<file path="config.mk">
export PLATFORM = sky130hd
export DESIGN_NAME = rendezvous_ipc_engine
export DESIGN_NICKNAME = d
export VERILOG_FILES = /design/src/hw/rtl/rie_pkg.sv /design/src/hw/rtl/rendezvous_ipc_engine.sv
export SDC_FILE = /design/constraint.sdc
export NUM_CORES = 2
export LEC_CHECK = 0
export BUFFER_PORTS_ARGS = -buffer_cell sky130_fd_sc_hd__buf_2
export CAP_MARGIN = 0
export CORE_ASPECT_RATIO = 1.5
export CORE_MARGIN = 5
export CORE_UTILIZATION = 40
export DETAILED_ROUTE_END_ITERATION = 12
export GPL_ROUTABILITY_DRIVEN = 1
export GPL_TIMING_DRIVEN = 1
export PLACE_DENSITY = 0.62
export RECOVER_POWER = 25
export REMOVE_ABC_BUFFERS = 1
export SLEW_MARGIN = 20
export SYNTH_ARGS = -nofsm -noshare
export SYNTH_HDL_FRONTEND = slang
export SYNTH_SLANG_ARGS = --single-unit
</file>
<file path="constraint.sdc">
create_clock -name clk -period 5.1 [get_ports clk]
set_input_delay 0 -clock clk [delete_from_list [all_inputs] [get_ports clk]]
set_output_delay 0 -clock clk [all_outputs]
set_load 0.01 [all_outputs]
</file>
<file path="src/hw/rtl/rie_pkg.sv">
// ----------------------------------------------------------------------------
// rie_pkg
// shared types and constants of the rendezvous ipc engine
// ----------------------------------------------------------------------------
package rie_pkg;

	localparam int PROCS = 16;
	localparam int IDW   = 4;
	localparam int PW    = 5;

	localparam logic [PW-1:0] ANY_SRC = 5'd16;
	localparam logic [PW-1:0] INT_SRC = 5'd17;
	localparam logic [PW-1:0] NONE_Q  = 5'd16;

	typedef enum logic [1:0] {
		OP_SEND = 2'd0,
		OP_RECV = 2'd1,
		OP_INT  = 2'd2
	} op_t;

	typedef enum logic [2:0] {
		ST_DELIVERED = 3'd0,
		ST_BLOCKED   = 3'd1,
		ST_DEADLOCK  = 3'd2,
		ST_BAD       = 3'd3,
		ST_INT_DELIV = 3'd4,
		ST_INT_PEND  = 3'd5
	} status_t;

	typedef enum logic [6:0] {
		S_IDLE   = 7'b0000001,
		S_CALLER = 7'b0000010,
		S_WALK   = 7'b0000100,
		S_SCHK   = 7'b0001000,
		S_RCHK   = 7'b0010000,
		S_UNL    = 7'b0100000,
		S_FIN    = 7'b1000000
	} state_t;

	typedef struct packed {
		status_t        status;
		logic           copy_valid;
		logic           copy_from_interrupt;
		logic [IDW-1:0] copy_src_proc;
		logic [31:0]    copy_src_addr;
		logic [IDW-1:0] copy_dst_proc;
		logic [31:0]    copy_dst_addr;
		logic           woken_valid;
		logic [IDW-1:0] woken_proc;
	} res_t;

endpackage

</file>
<file path="src/hw/rtl/rendezvous_ipc_engine.sv">
// ----------------------------------------------------------------------------
// rendezvous_ipc_engine
// synchronous send/receive rendezvous with interrupts, deadlock check and sender queues
// ----------------------------------------------------------------------------
// done rises at the end of the caller state for requests decided on the caller's
// entry, and later when the deadlock chain walk or the sender queue walk runs, up to
// all 16 steps; one table entry is read per cycle
// one transaction at a time; a new one is taken at the edge ending the done cycle
// reset clears all process flags and empties all sender queues
// done marks the single result cycle; the receiver cannot stall
module rendezvous_ipc_engine (
	input  logic        clk,
	input  logic        arst_n,
	input  logic        start,
	output logic        busy,
	input  logic [1:0]  opcode,
	input  logic [3:0]  caller,
	input  logic [4:0]  peer,
	input  logic [31:0] msg_addr,
	output logic        done,
	output logic [2:0]  status,
	output logic        copy_valid,
	output logic        copy_from_interrupt,
	output logic [3:0]  copy_src_proc,
	output logic [31:0] copy_src_addr,
	output logic [3:0]  copy_dst_proc,
	output logic [31:0] copy_dst_addr,
	output logic        woken_valid,
	output logic [3:0]  woken_proc
);

	localparam int N = rie_pkg::PROCS;

	rie_pkg::state_t state_q;
	rie_pkg::res_t   res_q;
	logic            done_q;

	logic [1:0]  op_q;
	logic [3:0]  me_q;
	logic [4:0]  peer_q;
	logic [31:0] addr_q;
	logic [3:0]  ptr_q;
	logic [4:0]  cnt_q;
	logic [4:0]  head_me_q;
	logic [3:0]  snd_q;
	logic [4:0]  cur_q;
	logic [4:0]  prev_q;

	logic [N-1:0] sending_q;
	logic [N-1:0] receiving_q;
	logic [N-1:0] intpend_q;
	logic [3:0]   target_q [N];
	logic [4:0]   rsrc_q   [N];
	logic [31:0]  saved_q  [N];
	logic [4:0]   qhead_q  [N];
	logic [4:0]   qnext_q  [N];
	logic [3:0]   qtail_q  [N];

	logic        rd_sf, rd_rf, rd_ip;
	logic [3:0]  rd_st, rd_qt;
	logic [4:0]  rd_rs, rd_qh, rd_qn;
	logic [31:0] rd_sa;
	logic [4:0]  me_ext;

	assign rd_sf  = sending_q[ptr_q];
	assign rd_rf  = receiving_q[ptr_q];
	assign rd_ip  = intpend_q[ptr_q];
	assign rd_st  = target_q[ptr_q];
	assign rd_rs  = rsrc_q[ptr_q];
	assign rd_sa  = saved_q[ptr_q];
	assign rd_qh  = qhead_q[ptr_q];
	assign rd_qn  = qnext_q[ptr_q];
	assign rd_qt  = qtail_q[ptr_q];
	assign me_ext = {1'b0, me_q};

	always_ff @(posedge clk or negedge arst_n) begin
		if (!arst_n) begin
			state_q     <= rie_pkg::S_IDLE;
			done_q      <= 1'b0;
			res_q       <= '0;
			op_q        <= '0;
			me_q        <= '0;
			peer_q      <= '0;
			addr_q      <= '0;
			ptr_q       <= '0;
			cnt_q       <= '0;
			head_me_q   <= rie_pkg::NONE_Q;
			snd_q       <= '0;
			cur_q       <= rie_pkg::NONE_Q;
			prev_q      <= rie_pkg::NONE_Q;
			sending_q   <= '0;
			receiving_q <= '0;
			intpend_q   <= '0;
			for (int i = 0; i < N; i++) begin
				target_q[i] <= '0;
				rsrc_q[i]   <= '0;
				saved_q[i]  <= '0;
				qhead_q[i]  <= rie_pkg::NONE_Q;
				qnext_q[i]  <= rie_pkg::NONE_Q;
				qtail_q[i]  <= '0;
			end
		end else begin
			done_q <= 1'b0;
			case (state_q)
				rie_pkg::S_IDLE: begin
					if (start) begin
						op_q    <= opcode;
						me_q    <= caller;
						peer_q  <= peer;
						addr_q  <= msg_addr;
						ptr_q   <= caller;
						state_q <= rie_pkg::S_CALLER;
					end
				end
				rie_pkg::S_CALLER: begin
					head_me_q <= rd_qh;
					if (op_q == rie_pkg::OP_INT) begin
						done_q  <= 1'b1;
						state_q <= rie_pkg::S_IDLE;
						if (rd_rf && (rd_rs == rie_pkg::ANY_SRC || rd_rs == rie_pkg::INT_SRC)) begin
							receiving_q[me_q] <= 1'b0;
							res_q <= '{status: rie_pkg::ST_INT_DELIV, copy_valid: 1'b1,
								copy_from_interrupt: 1'b1, copy_src_proc: '0,
								copy_src_addr: '0, copy_dst_proc: me_q,
								copy_dst_addr: rd_sa, woken_valid: 1'b1, woken_proc: me_q};
						end else begin
							intpend_q[me_q] <= 1'b1;
							res_q <= '{status: rie_pkg::ST_INT_PEND, default: '0};
						end
					end else if ((op_q != rie_pkg::OP_SEND && op_q != rie_pkg::OP_RECV)
						|| rd_sf || rd_rf || peer_q == me_ext
						|| (op_q == rie_pkg::OP_SEND && peer_q[4])
						|| (op_q == rie_pkg::OP_RECV && peer_q > rie_pkg::INT_SRC)) begin
						done_q  <= 1'b1;
						state_q <= rie_pkg::S_IDLE;
						res_q   <= '{status: rie_pkg::ST_BAD, default: '0};
					end else if (op_q == rie_pkg::OP_SEND) begin
						ptr_q   <= peer_q[3:0];
						cnt_q   <= '0;
						state_q <= rie_pkg::S_WALK;
					end else if (rd_ip && peer_q[4]) begin
						intpend_q[me_q] <= 1'b0;
						done_q  <= 1'b1;
						state_q <= rie_pkg::S_IDLE;
						res_q <= '{status: rie_pkg::ST_INT_DELIV, copy_valid: 1'b1,
							copy_from_interrupt: 1'b1, copy_src_proc: '0,
							copy_src_addr: '0, copy_dst_proc: me_q,
							copy_dst_addr: addr_q, woken_valid: 1'b0, woken_proc: '0};
					end else if (peer_q == rie_pkg::ANY_SRC && !rd_qh[4]) begin
						snd_q   <= rd_qh[3:0];
						cur_q   <= rd_qh;
						prev_q  <= rie_pkg::NONE_Q;
						cnt_q   <= '0;
						ptr_q   <= rd_qh[3:0];
						state_q <= rie_pkg::S_UNL;
					end else if (!peer_q[4]) begin
						ptr_q   <= peer_q[3:0];
						state_q <= rie_pkg::S_RCHK;
					end else begin
						receiving_q[me_q] <= 1'b1;
						rsrc_q[me_q]      <= peer_q;
						saved_q[me_q]     <= addr_q;
						done_q  <= 1'b1;
						state_q <= rie_pkg::S_IDLE;
						res_q   <= '{status: rie_pkg::ST_BLOCKED, default: '0};
					end
				end
				rie_pkg::S_WALK: begin
					if (!rd_sf || (rd_st != me_q && cnt_q == 5'(N - 1))) begin
						ptr_q   <= peer_q[3:0];
						state_q <= rie_pkg::S_SCHK;
					end else if (rd_st == me_q) begin
						done_q  <= 1'b1;
						state_q <= rie_pkg::S_IDLE;
						res_q   <= '{status: rie_pkg::ST_DEADLOCK, default: '0};
					end else begin
						ptr_q <= rd_st;
						cnt_q <= cnt_q + 5'd1;
					end
				end
				rie_pkg::S_SCHK: begin
					done_q  <= 1'b1;
					state_q <= rie_pkg::S_IDLE;
					if (rd_rf && (rd_rs == me_ext || rd_rs == rie_pkg::ANY_SRC)) begin
						receiving_q[ptr_q] <= 1'b0;
						res_q <= '{status: rie_pkg::ST_DELIVERED, copy_valid: 1'b1,
							copy_from_interrupt: 1'b0, copy_src_proc: me_q,
							copy_src_addr: addr_q, copy_dst_proc: ptr_q,
							copy_dst_addr: rd_sa, woken_valid: 1'b1, woken_proc: ptr_q};
					end else begin
						sending_q[me_q] <= 1'b1;
						target_q[me_q]  <= ptr_q;
						saved_q[me_q]   <= addr_q;
						if (rd_qh[4]) begin
							qhead_q[ptr_q] <= me_ext;
						end else begin
							qnext_q[rd_qt] <= me_ext;
						end
						qtail_q[ptr_q] <= me_q;
						qnext_q[me_q]  <= rie_pkg::NONE_Q;
						res_q <= '{status: rie_pkg::ST_BLOCKED, default: '0};
					end
				end
				rie_pkg::S_RCHK: begin
					if (rd_sf && rd_st == me_q) begin
						snd_q   <= ptr_q;
						cur_q   <= head_me_q;
						prev_q  <= rie_pkg::NONE_Q;
						cnt_q   <= '0;
						ptr_q   <= head_me_q[3:0];
						state_q <= rie_pkg::S_UNL;
					end else begin
						receiving_q[me_q] <= 1'b1;
						rsrc_q[me_q]      <= peer_q;
						saved_q[me_q]     <= addr_q;
						done_q  <= 1'b1;
						state_q <= rie_pkg::S_IDLE;
						res_q   <= '{status: rie_pkg::ST_BLOCKED, default: '0};
					end
				end
				rie_pkg::S_UNL: begin
					if (cur_q[4] || cnt_q == 5'(N)) begin
						ptr_q   <= snd_q;
						state_q <= rie_pkg::S_FIN;
					end else if (cur_q[3:0] == snd_q) begin
						if (prev_q[4]) begin
							qhead_q[me_q] <= rd_qn;
						end else begin
							qnext_q[prev_q[3:0]] <= rd_qn;
						end
						if (rd_qn[4]) begin
							qtail_q[me_q] <= prev_q[4] ? 4'd0 : prev_q[3:0];
						end
						qnext_q[snd_q]   <= rie_pkg::NONE_Q;
						sending_q[snd_q] <= 1'b0;
						done_q  <= 1'b1;
						state_q <= rie_pkg::S_IDLE;
						res_q <= '{status: rie_pkg::ST_DELIVERED, copy_valid: 1'b1,
							copy_from_interrupt: 1'b0, copy_src_proc: snd_q,
							copy_src_addr: rd_sa, copy_dst_proc: me_q,
							copy_dst_addr: addr_q, woken_valid: 1'b1, woken_proc: snd_q};
					end else begin
						prev_q <= cur_q;
						cur_q  <= rd_qn;
						ptr_q  <= rd_qn[3:0];
						cnt_q  <= cnt_q + 5'd1;
					end
				end
				rie_pkg::S_FIN: begin
					sending_q[snd_q] <= 1'b0;
					done_q  <= 1'b1;
					state_q <= rie_pkg::S_IDLE;
					res_q <= '{status: rie_pkg::ST_DELIVERED, copy_valid: 1'b1,
						copy_from_interrupt: 1'b0, copy_src_proc: snd_q,
						copy_src_addr: rd_sa, copy_dst_proc: me_q,
						copy_dst_addr: addr_q, woken_valid: 1'b1, woken_proc: snd_q};
				end
				default: begin
					state_q <= rie_pkg::S_IDLE;
				end
			endcase
		end
	end

	assign busy                = (state_q != rie_pkg::S_IDLE);
	assign done                = done_q;
	assign status              = res_q.status;
	assign copy_valid          = res_q.copy_valid;
	assign copy_from_interrupt = res_q.copy_from_interrupt;
	assign copy_src_proc       = res_q.copy_src_proc;
	assign copy_src_addr       = res_q.copy_src_addr;
	assign copy_dst_proc       = res_q.copy_dst_proc;
	assign copy_dst_addr       = res_q.copy_dst_addr;
	assign woken_valid         = res_q.woken_valid;
	assign woken_proc          = res_q.woken_proc;

	a_done_idle: assert property (@(posedge clk) disable iff (!arst_n)
		done |-> !busy)
		else $error("result issued while busy");

	a_accept_busy: assert property (@(posedge clk) disable iff (!arst_n)
		start && !busy |=> busy && !done)
		else $error("accepted transaction did not start work");

	a_no_copy_zero: assert property (@(posedge clk) disable iff (!arst_n)
		done && !copy_valid |-> copy_src_addr == 32'd0 && copy_dst_addr == 32'd0)
		else $error("copy fields not cleared");

	a_delivered_wakes: assert property (@(posedge clk) disable iff (!arst_n)
		done && status == rie_pkg::ST_DELIVERED |-> copy_valid && woken_valid)
		else $error("delivery without copy or wake");

endmodule
</file>
## Yosys cells after proc, flatten, opt, wreduce, memory -nomap -nowiden

Cells that the tools add are included.

- Bits in latches: 0
- Memories kept: 0
- RAM bits: 0
- Bits of input ports: 46
- Output and inout port bits: 84
- Bits in registers: 1,089
- ROM bits: 0

- Bitwise operators: 22
- Reduce and logical (&&, ||, !) cells: 56
- Shift operators: 0
- $add $sub $neg: 1
- Eq/ne operators: 61
- Mux-type cells: 202
- Order comparisons: 17
- Divide/modulo/power cells: 0
- $mul: 0

Operators by type and width:

| kind | count |
|---|---|
| $mux 512 | 8 |
| $mux 80 | 24 |
| $pmux 512 s3 | 1 |
| $mux 82 | 11 |
| $bwmux 512 | 1 |
| $pmux 82 s6 | 1 |
| $pmux 80 s2 | 3 |
| $bwmux 80 | 5 |
| $mux 16 | 17 |
| $mux 64 | 4 |
| $bwmux 64 | 3 |
| $mux 5 | 38 |
| $and 64x64->64 | 2 |
| $bmux 32 s4 | 1 |
| $demux 32 s4 | 1 |
| $not 64->64 | 2 |
| $pmux 64 s2 | 1 |
| $demux 5 s4 | 5 |
| $mux 4 | 25 |
| $mux 32 | 3 |
| $pmux 16 s3 | 2 |
| $or 16x16->16 | 5 |
| $and 16x16->16 | 4 |
| $bmux 5 s4 | 3 |
| 61 further kinds | 189 |

## Logic depth before layout (Yosys ltp)

- Depth in word-level cells: 16
- Depth in mapped cells: 18
- Gate-level depth less buffers: 10

## Worst setup path before layout

No wires, ideal clock.

- Kind: register to register
- Start point: register ptr_q[1]
- End point: register res_q (netlist bit copy_dst_addr[2])
- Setup time: 0.118 ns
- Cell stages (with the launch flop): 16
- Data arrival time: 3.497 ns
- Data required time: 4.982 ns
- Slack: 1.485 ns
- Cell sequence: dfrtp_1 > buf_2 > buf_6 > buf_6 > buf_6 > buf_4 > buf_6 > buf_4 > buf_2 > clkbuf_1 > clkbuf_1 > mux4_2 > mux4_2 > a22oi_1 > o21ai_0 > a21o_1

- Cells in the longest elaborated chain, start to end: 10
- Elaborated cells on any way between the ends: 54
- Those cells by class: eq/ne (11); mux (25); bitwise (1); reduce/logical (17)

RTL lines:

| element | RTL line | RTL |
|---|---|---|
| start, declared | rendezvous_ipc_engine.sv:42 | `logic [3:0] ptr_q;` |
| start signal, assigned | rendezvous_ipc_engine.sv:111 | `ptr_q <= caller;` |
| start signal, assigned | rendezvous_ipc_engine.sv:138 | `ptr_q <= peer_q[3:0];` |
| start signal, assigned | rendezvous_ipc_engine.sv:154 | `ptr_q <= rd_qh[3:0];` |
| $not 4->5 (implied by the code) / $bmux 1 s4 (equally long branches) | -- |  |
| $bmux 5 s4 / $mux 1 (equally long branches) | rendezvous_ipc_engine.sv:69, rendezvous_ipc_engine.sv:65 |  |
| $mux 5 (implied by the code) / $logic_or 1x1->1 (equally long branches) (2 in series) | rendezvous_ipc_engine.sv:69, rendezvous_ipc_engine.sv:131 |  |
| $eq 5x5->1 (tied with other cells) | rendezvous_ipc_engine.sv:120, rendezvous_ipc_engine.sv:184 |  |
| $logic_or 1x1->1, on equally long branches | rendezvous_ipc_engine.sv:120, rendezvous_ipc_engine.sv:132 |  |
| $logic_and 1x1->1 / $logic_or 1x1->1 (equally long branches) | rendezvous_ipc_engine.sv:120, rendezvous_ipc_engine.sv:133 |  |
| $mux 80 / $mux 82 (equally long branches) | rendezvous_ipc_engine.sv:120, rendezvous_ipc_engine.sv:130 |  |
| $mux 82 | rendezvous_ipc_engine.sv:117 | `if (op_q == rie_pkg::OP_INT) begin` |
| $pmux 82 s6 | rendezvous_ipc_engine.sv:104 | `case (state_q)` |
| end signal, assigned | rendezvous_ipc_engine.sv:122 | `res_q <= '{status: rie_pkg::ST_INT_DELIV, copy_valid: 1'b1,` |
| end signal, assigned | rendezvous_ipc_engine.sv:145 | `res_q <= '{status: rie_pkg::ST_INT_DELIV, copy_valid: 1'b1,` |
| end signal, assigned | rendezvous_ipc_engine.sv:186 | `res_q <= '{status: rie_pkg::ST_DELIVERED, copy_valid: 1'b1,` |
| end, declared | rendezvous_ipc_engine.sv:35 | `rie_pkg::res_t res_q;` |

Several ways; a longest one is shown, not always the timed one. The select of a mux whose other input is x is not followed.
A chain may end at the register's enable or synchronous reset.

## Worst setup path after layout

- Start point: register ptr_q[0]
- End point: register saved_q[58] (netlist bit)

- Cells in the longest elaborated chain, start to end: 9
- Elaborated cells on any way between the ends: 36
- Those cells by class: eq/ne (8); mux (15); bitwise (1); reduce/logical (12)

RTL lines:

| element | RTL line | RTL |
|---|---|---|
| $not 4->5 (implied by the code) / $bmux 1 s4 (equally long branches) | -- |  |
| $bmux 5 s4 / $mux 1 (equally long branches) | rendezvous_ipc_engine.sv:69, rendezvous_ipc_engine.sv:65 |  |
| $mux 5 (implied by the code) / $logic_or 1x1->1 (equally long branches) (2 in series) | rendezvous_ipc_engine.sv:69, rendezvous_ipc_engine.sv:131 |  |
| $eq 5x4->1 (tied with other cells) | rendezvous_ipc_engine.sv:184 | `if (rd_rf && (rd_rs == me_ext \|\| rd_rs == rie_pkg::ANY_SRC)) begin` |
| $logic_or 1x1->1, on equally long branches | rendezvous_ipc_engine.sv:184, rendezvous_ipc_engine.sv:132 |  |
| $logic_and 1x1->1 / $logic_or 1x1->1 (equally long branches) | rendezvous_ipc_engine.sv:184, rendezvous_ipc_engine.sv:133 |  |
| $ne 2x2->1 (no source line) | -- |  |
| $reduce_and 9->1 (no source line) (*) | -- |  |
| end signal, assigned by index | rendezvous_ipc_engine.sv:162 | `saved_q[me_q] <= addr_q;` |
| end signal, assigned by index | rendezvous_ipc_engine.sv:193 | `saved_q[me_q] <= addr_q;` |
| end signal, assigned by index | rendezvous_ipc_engine.sv:215 | `saved_q[me_q] <= addr_q;` |
| end, declared | rendezvous_ipc_engine.sv:54 | `logic [31:0] saved_q [N];` |

Every way passes the cells marked *; elsewhere a longest branch is shown, timed or not. The select of a mux whose other input is x is not followed.

==> flow_summary.toml <==
[run_status]
status = "finished with violations"
violations = "capacitance limit, slew limit"

[logic_synthesis]
avgSynthCellArea_um2 = 12.8
synth_edf_count = 0
syn_area_um2 = 55400
synthArstFlopShare_pct = 100
syn_inst = 4332
synth.distinct_cells = 87
synthFlopType = "dfrtp_1"
ys_warn_count = 0
yosysSeqAreaShare_pct = 49.3
synth-seq-cells = 1089

[critical_path]
crit_buf_inv = 2
rrSetupSlack_ns = 0.47
crit_chain = "buf_12 > nor2_1 > a22oi_1 > and3_1 > o211a_1 > o211ai_1 > o32ai_4 > a211oi_4 > and2_2 > buf_12 > mux2_2"
cp_max_fo = 31
cpMostUsedCell = "buf_12"
critPathCaptureType = "flip-flop"
worst-path-stages = 11
slowest_stage = "dfrtp_4"
critPathArrivalTime_ns = 5.24
critPathTopFamily = "simple AND/OR/NAND/NOR gates"
critical_path.startpoint_type = "flip-flop"
cp.required_ns = 5.71
crit_type = "reg -> reg"
reg2regPathDepth = 11
crit_path_max_incr_delay_ns = 0.69

[clock_network]
cts_buffer_depth = 3
worstSkewPairLatency_ns = 0.75
cts_hold_buf = 73
cts_resized = 0
cts_setup_buffers = 0
cts_buffers = 105
htreeDepth = 3
clock_sinks = 1089
cts-root-buf = "clkbuf_16"
clkTransAtPathRegs_ns = 0.07
cts_tree = "built"

[timing]
setup_viol = 0
maxSlewHeadroom_pct = -62.2
worstMarginPinSlew_ns = 2.43
max_freq_mhz = 216
finalCriticalPeriod_ns = 4.63
hold_viol_final = 0
drv_slew = 112
min_period_over_period_pct = 90.8
holdWs_ns = 0.0133
rsz0062_at_grt = "no"
finClkSkew_ns = 0.0554
fin_setup_tns_ns = 0

[cells_and_area]
drive_gt1_share_pct = 32.3
fin_util_pct = 45.1
area_growth_pct = 12.3
final_net_count = 4437
final_cell_mix = "1046 x dfrtp_1, 438 x mux2_2, 415 x nand2_1"
final_common_cell = "dfrtp_1"

[placement]
hpwlAfterDp_um = 111000
gp_congestion = 0.946
io_buffers = 129

[pwr]
power_mw = 27.4
cellPowerDensity_nw_per_um2 = 441
leakage_nw = 28.8
ir_drop_v = 0.000355

[global_route]
antenna_found_initial = 9
grt_start_max_net_pins = 162
grt_pass1_wl_um = 259000
grtUsageTotal_pct = 22.9
grt_pass1_vias = 40000
grt_overflow = 0

[floorplanning]
fp-row-count = 167
fp.dieW_um = 314
io_pins = 130
die_y_um = 466
coreArea_um2 = 138000
dieArea_um2 = 146000
start_util_pct = 40.2

[route]
drc = 0
ant_nets = 0
wl_per_cell_um = 27.3
drt_pass1_iterations = 6
vias = 38300
routed_wl_um = 171000
vias_per_cell = 6.13
drt_iter0_drc = 3779

[worst_hold_path]
whs_path_depth = 4
min_path_type = "in -> reg"

[flow_run]
maxCapViolCount = 2
==> path summary, 6_finish.rpt <==
kind	start	end
max	ptr_q[0]	saved_q[58]
min	peer[1]	peer_q[1]
max reg2reg	ptr_q[0]	saved_q[58]
min reg2reg	target_q[0]	target_q[0]
max in group asynchronous	arst_n	ptr_q[1]
min in group asynchronous	arst_n	copy_dst_proc[0]
==> per-stage QoR <==
stage               area (µm²)  setup slack [ns]  cells
global placement         58000             0.604   5982
CTS                      62400             0.517   6252
detailed placement       58000             0.551   5982
finish                   62300             0.470   6255
floorplan                53400             -9.51   3927
global route             62200             0.367   6253
==> sequential cells by signal, summed over array words and instances, names as in the netlist, 16 cells and up, named ones only <==
signal and flops:
saved_q 512, qhead_q 80, qnext_q 80, rsrc_q 80, qtail_q 64, target_q 64
addr_q 32, copy_dst_addr 32, copy_src_addr 32, sending_q 16
==> power by group <==
| part | total [mW] | switching, mW | internal, mW |
|---|---|---|---|
| logic | 7.73 | 4.65 | 3.09 |
| registers | 11.3 | 1.70 | 9.64 |
| clock network | 8.37 | 3.67 | 4.70 |
==> worst reg2reg max path, delay by kind of cell, from the launching register on <==
family,cells,cell delay [ns]
compound gates,5,1.24
buf+inv,2,0.57
flops,1,0.69
mux,1,0.38
simple gates,3,1.64
==> Yosys cell counts (all sizes together), types with 4 or more instances <==
| cell type | n | area share [%] |
|---|---|---|
| o21a | 4 | 0.054 |
| mux2i | 87 | 1.6 |
| nor2 | 209 | 1.4 |
| o21ai | 132 | 1.2 |
| mux2 | 748 | 17 |
| o22ai | 141 | 1.6 |
| xnor2 | 11 | 0.17 |
| o21bai | 4 | 0.054 |
| a221o | 21 | 0.38 |
| a22oi | 68 | 0.92 |
| dfrtp | 1053 | 48 |
| nor2b | 19 | 0.21 |
| nand3b | 9 | 0.12 |
| nand2 | 426 | 3.0 |
| a21o | 14 | 0.19 |
| and3 | 5 | 0.056 |
| a211oi | 15 | 0.23 |
| a221oi | 31 | 0.52 |
| buf | 156 | 1.9 |
| or2 | 13 | 0.15 |
| and2 | 14 | 0.16 |
| dfstp | 36 | 1.7 |
| nand4 | 10 | 0.11 |
| or3 | 4 | 0.045 |
| a21oi | 176 | 1.6 |
| nor3b | 5 | 0.068 |
| nand3 | 68 | 0.61 |
| nor4 | 22 | 0.45 |
| xor2 | 6 | 0.095 |
| clkbuf | 249 | 1.7 |
| o31ai | 26 | 0.35 |
| o2bb2ai | 76 | 1.2 |
| nor3 | 39 | 0.36 |
| a31oi | 13 | 0.15 |
| a22o | 81 | 1.3 |
| nand2b | 24 | 0.27 |
| mux4 | 265 | 11 |
| inv | 10 | 0.068 |
==> metal layers <==
layer  vias to the layer above  track usage (%)  part of all wire, %
li1                      16200                -                    -
met1                     20000             28.6                   39
met2                      1632             38.6                   49
met3                       458             4.32                  6.7
met4                         6             11.0                  5.2
met5                         -                0                0.024
==> kinds of logic (layout without fill, tap and decap cells) <==
group                      Yosys count  after routing  synth area share (%)
AOI/OAI and AO/OA                  829            829                  10.2
and+or+nand+nor                    879            879                  7.28
xor gates and xnor gates            17             17                 0.269
other                                0              3                     0
adders and majority gates            3              3                0.0677
DFF                               1089           1089                  49.3
buffers and inverters              415            561                  3.65
muxes                             1100           1100                  29.3
==> layout make-up <==
type	count	area [µm²]
clock buffers	137	2880
fillers	12500	75700
inverters	10	37.5
well taps	1774	2220
multi-input cells	2828	26200
clock inverters	60	785
repair buffers	354	2790
diodes	3	7.51
flip-flops and latches	1089	27300
Power figures use the tool's default switching activity.
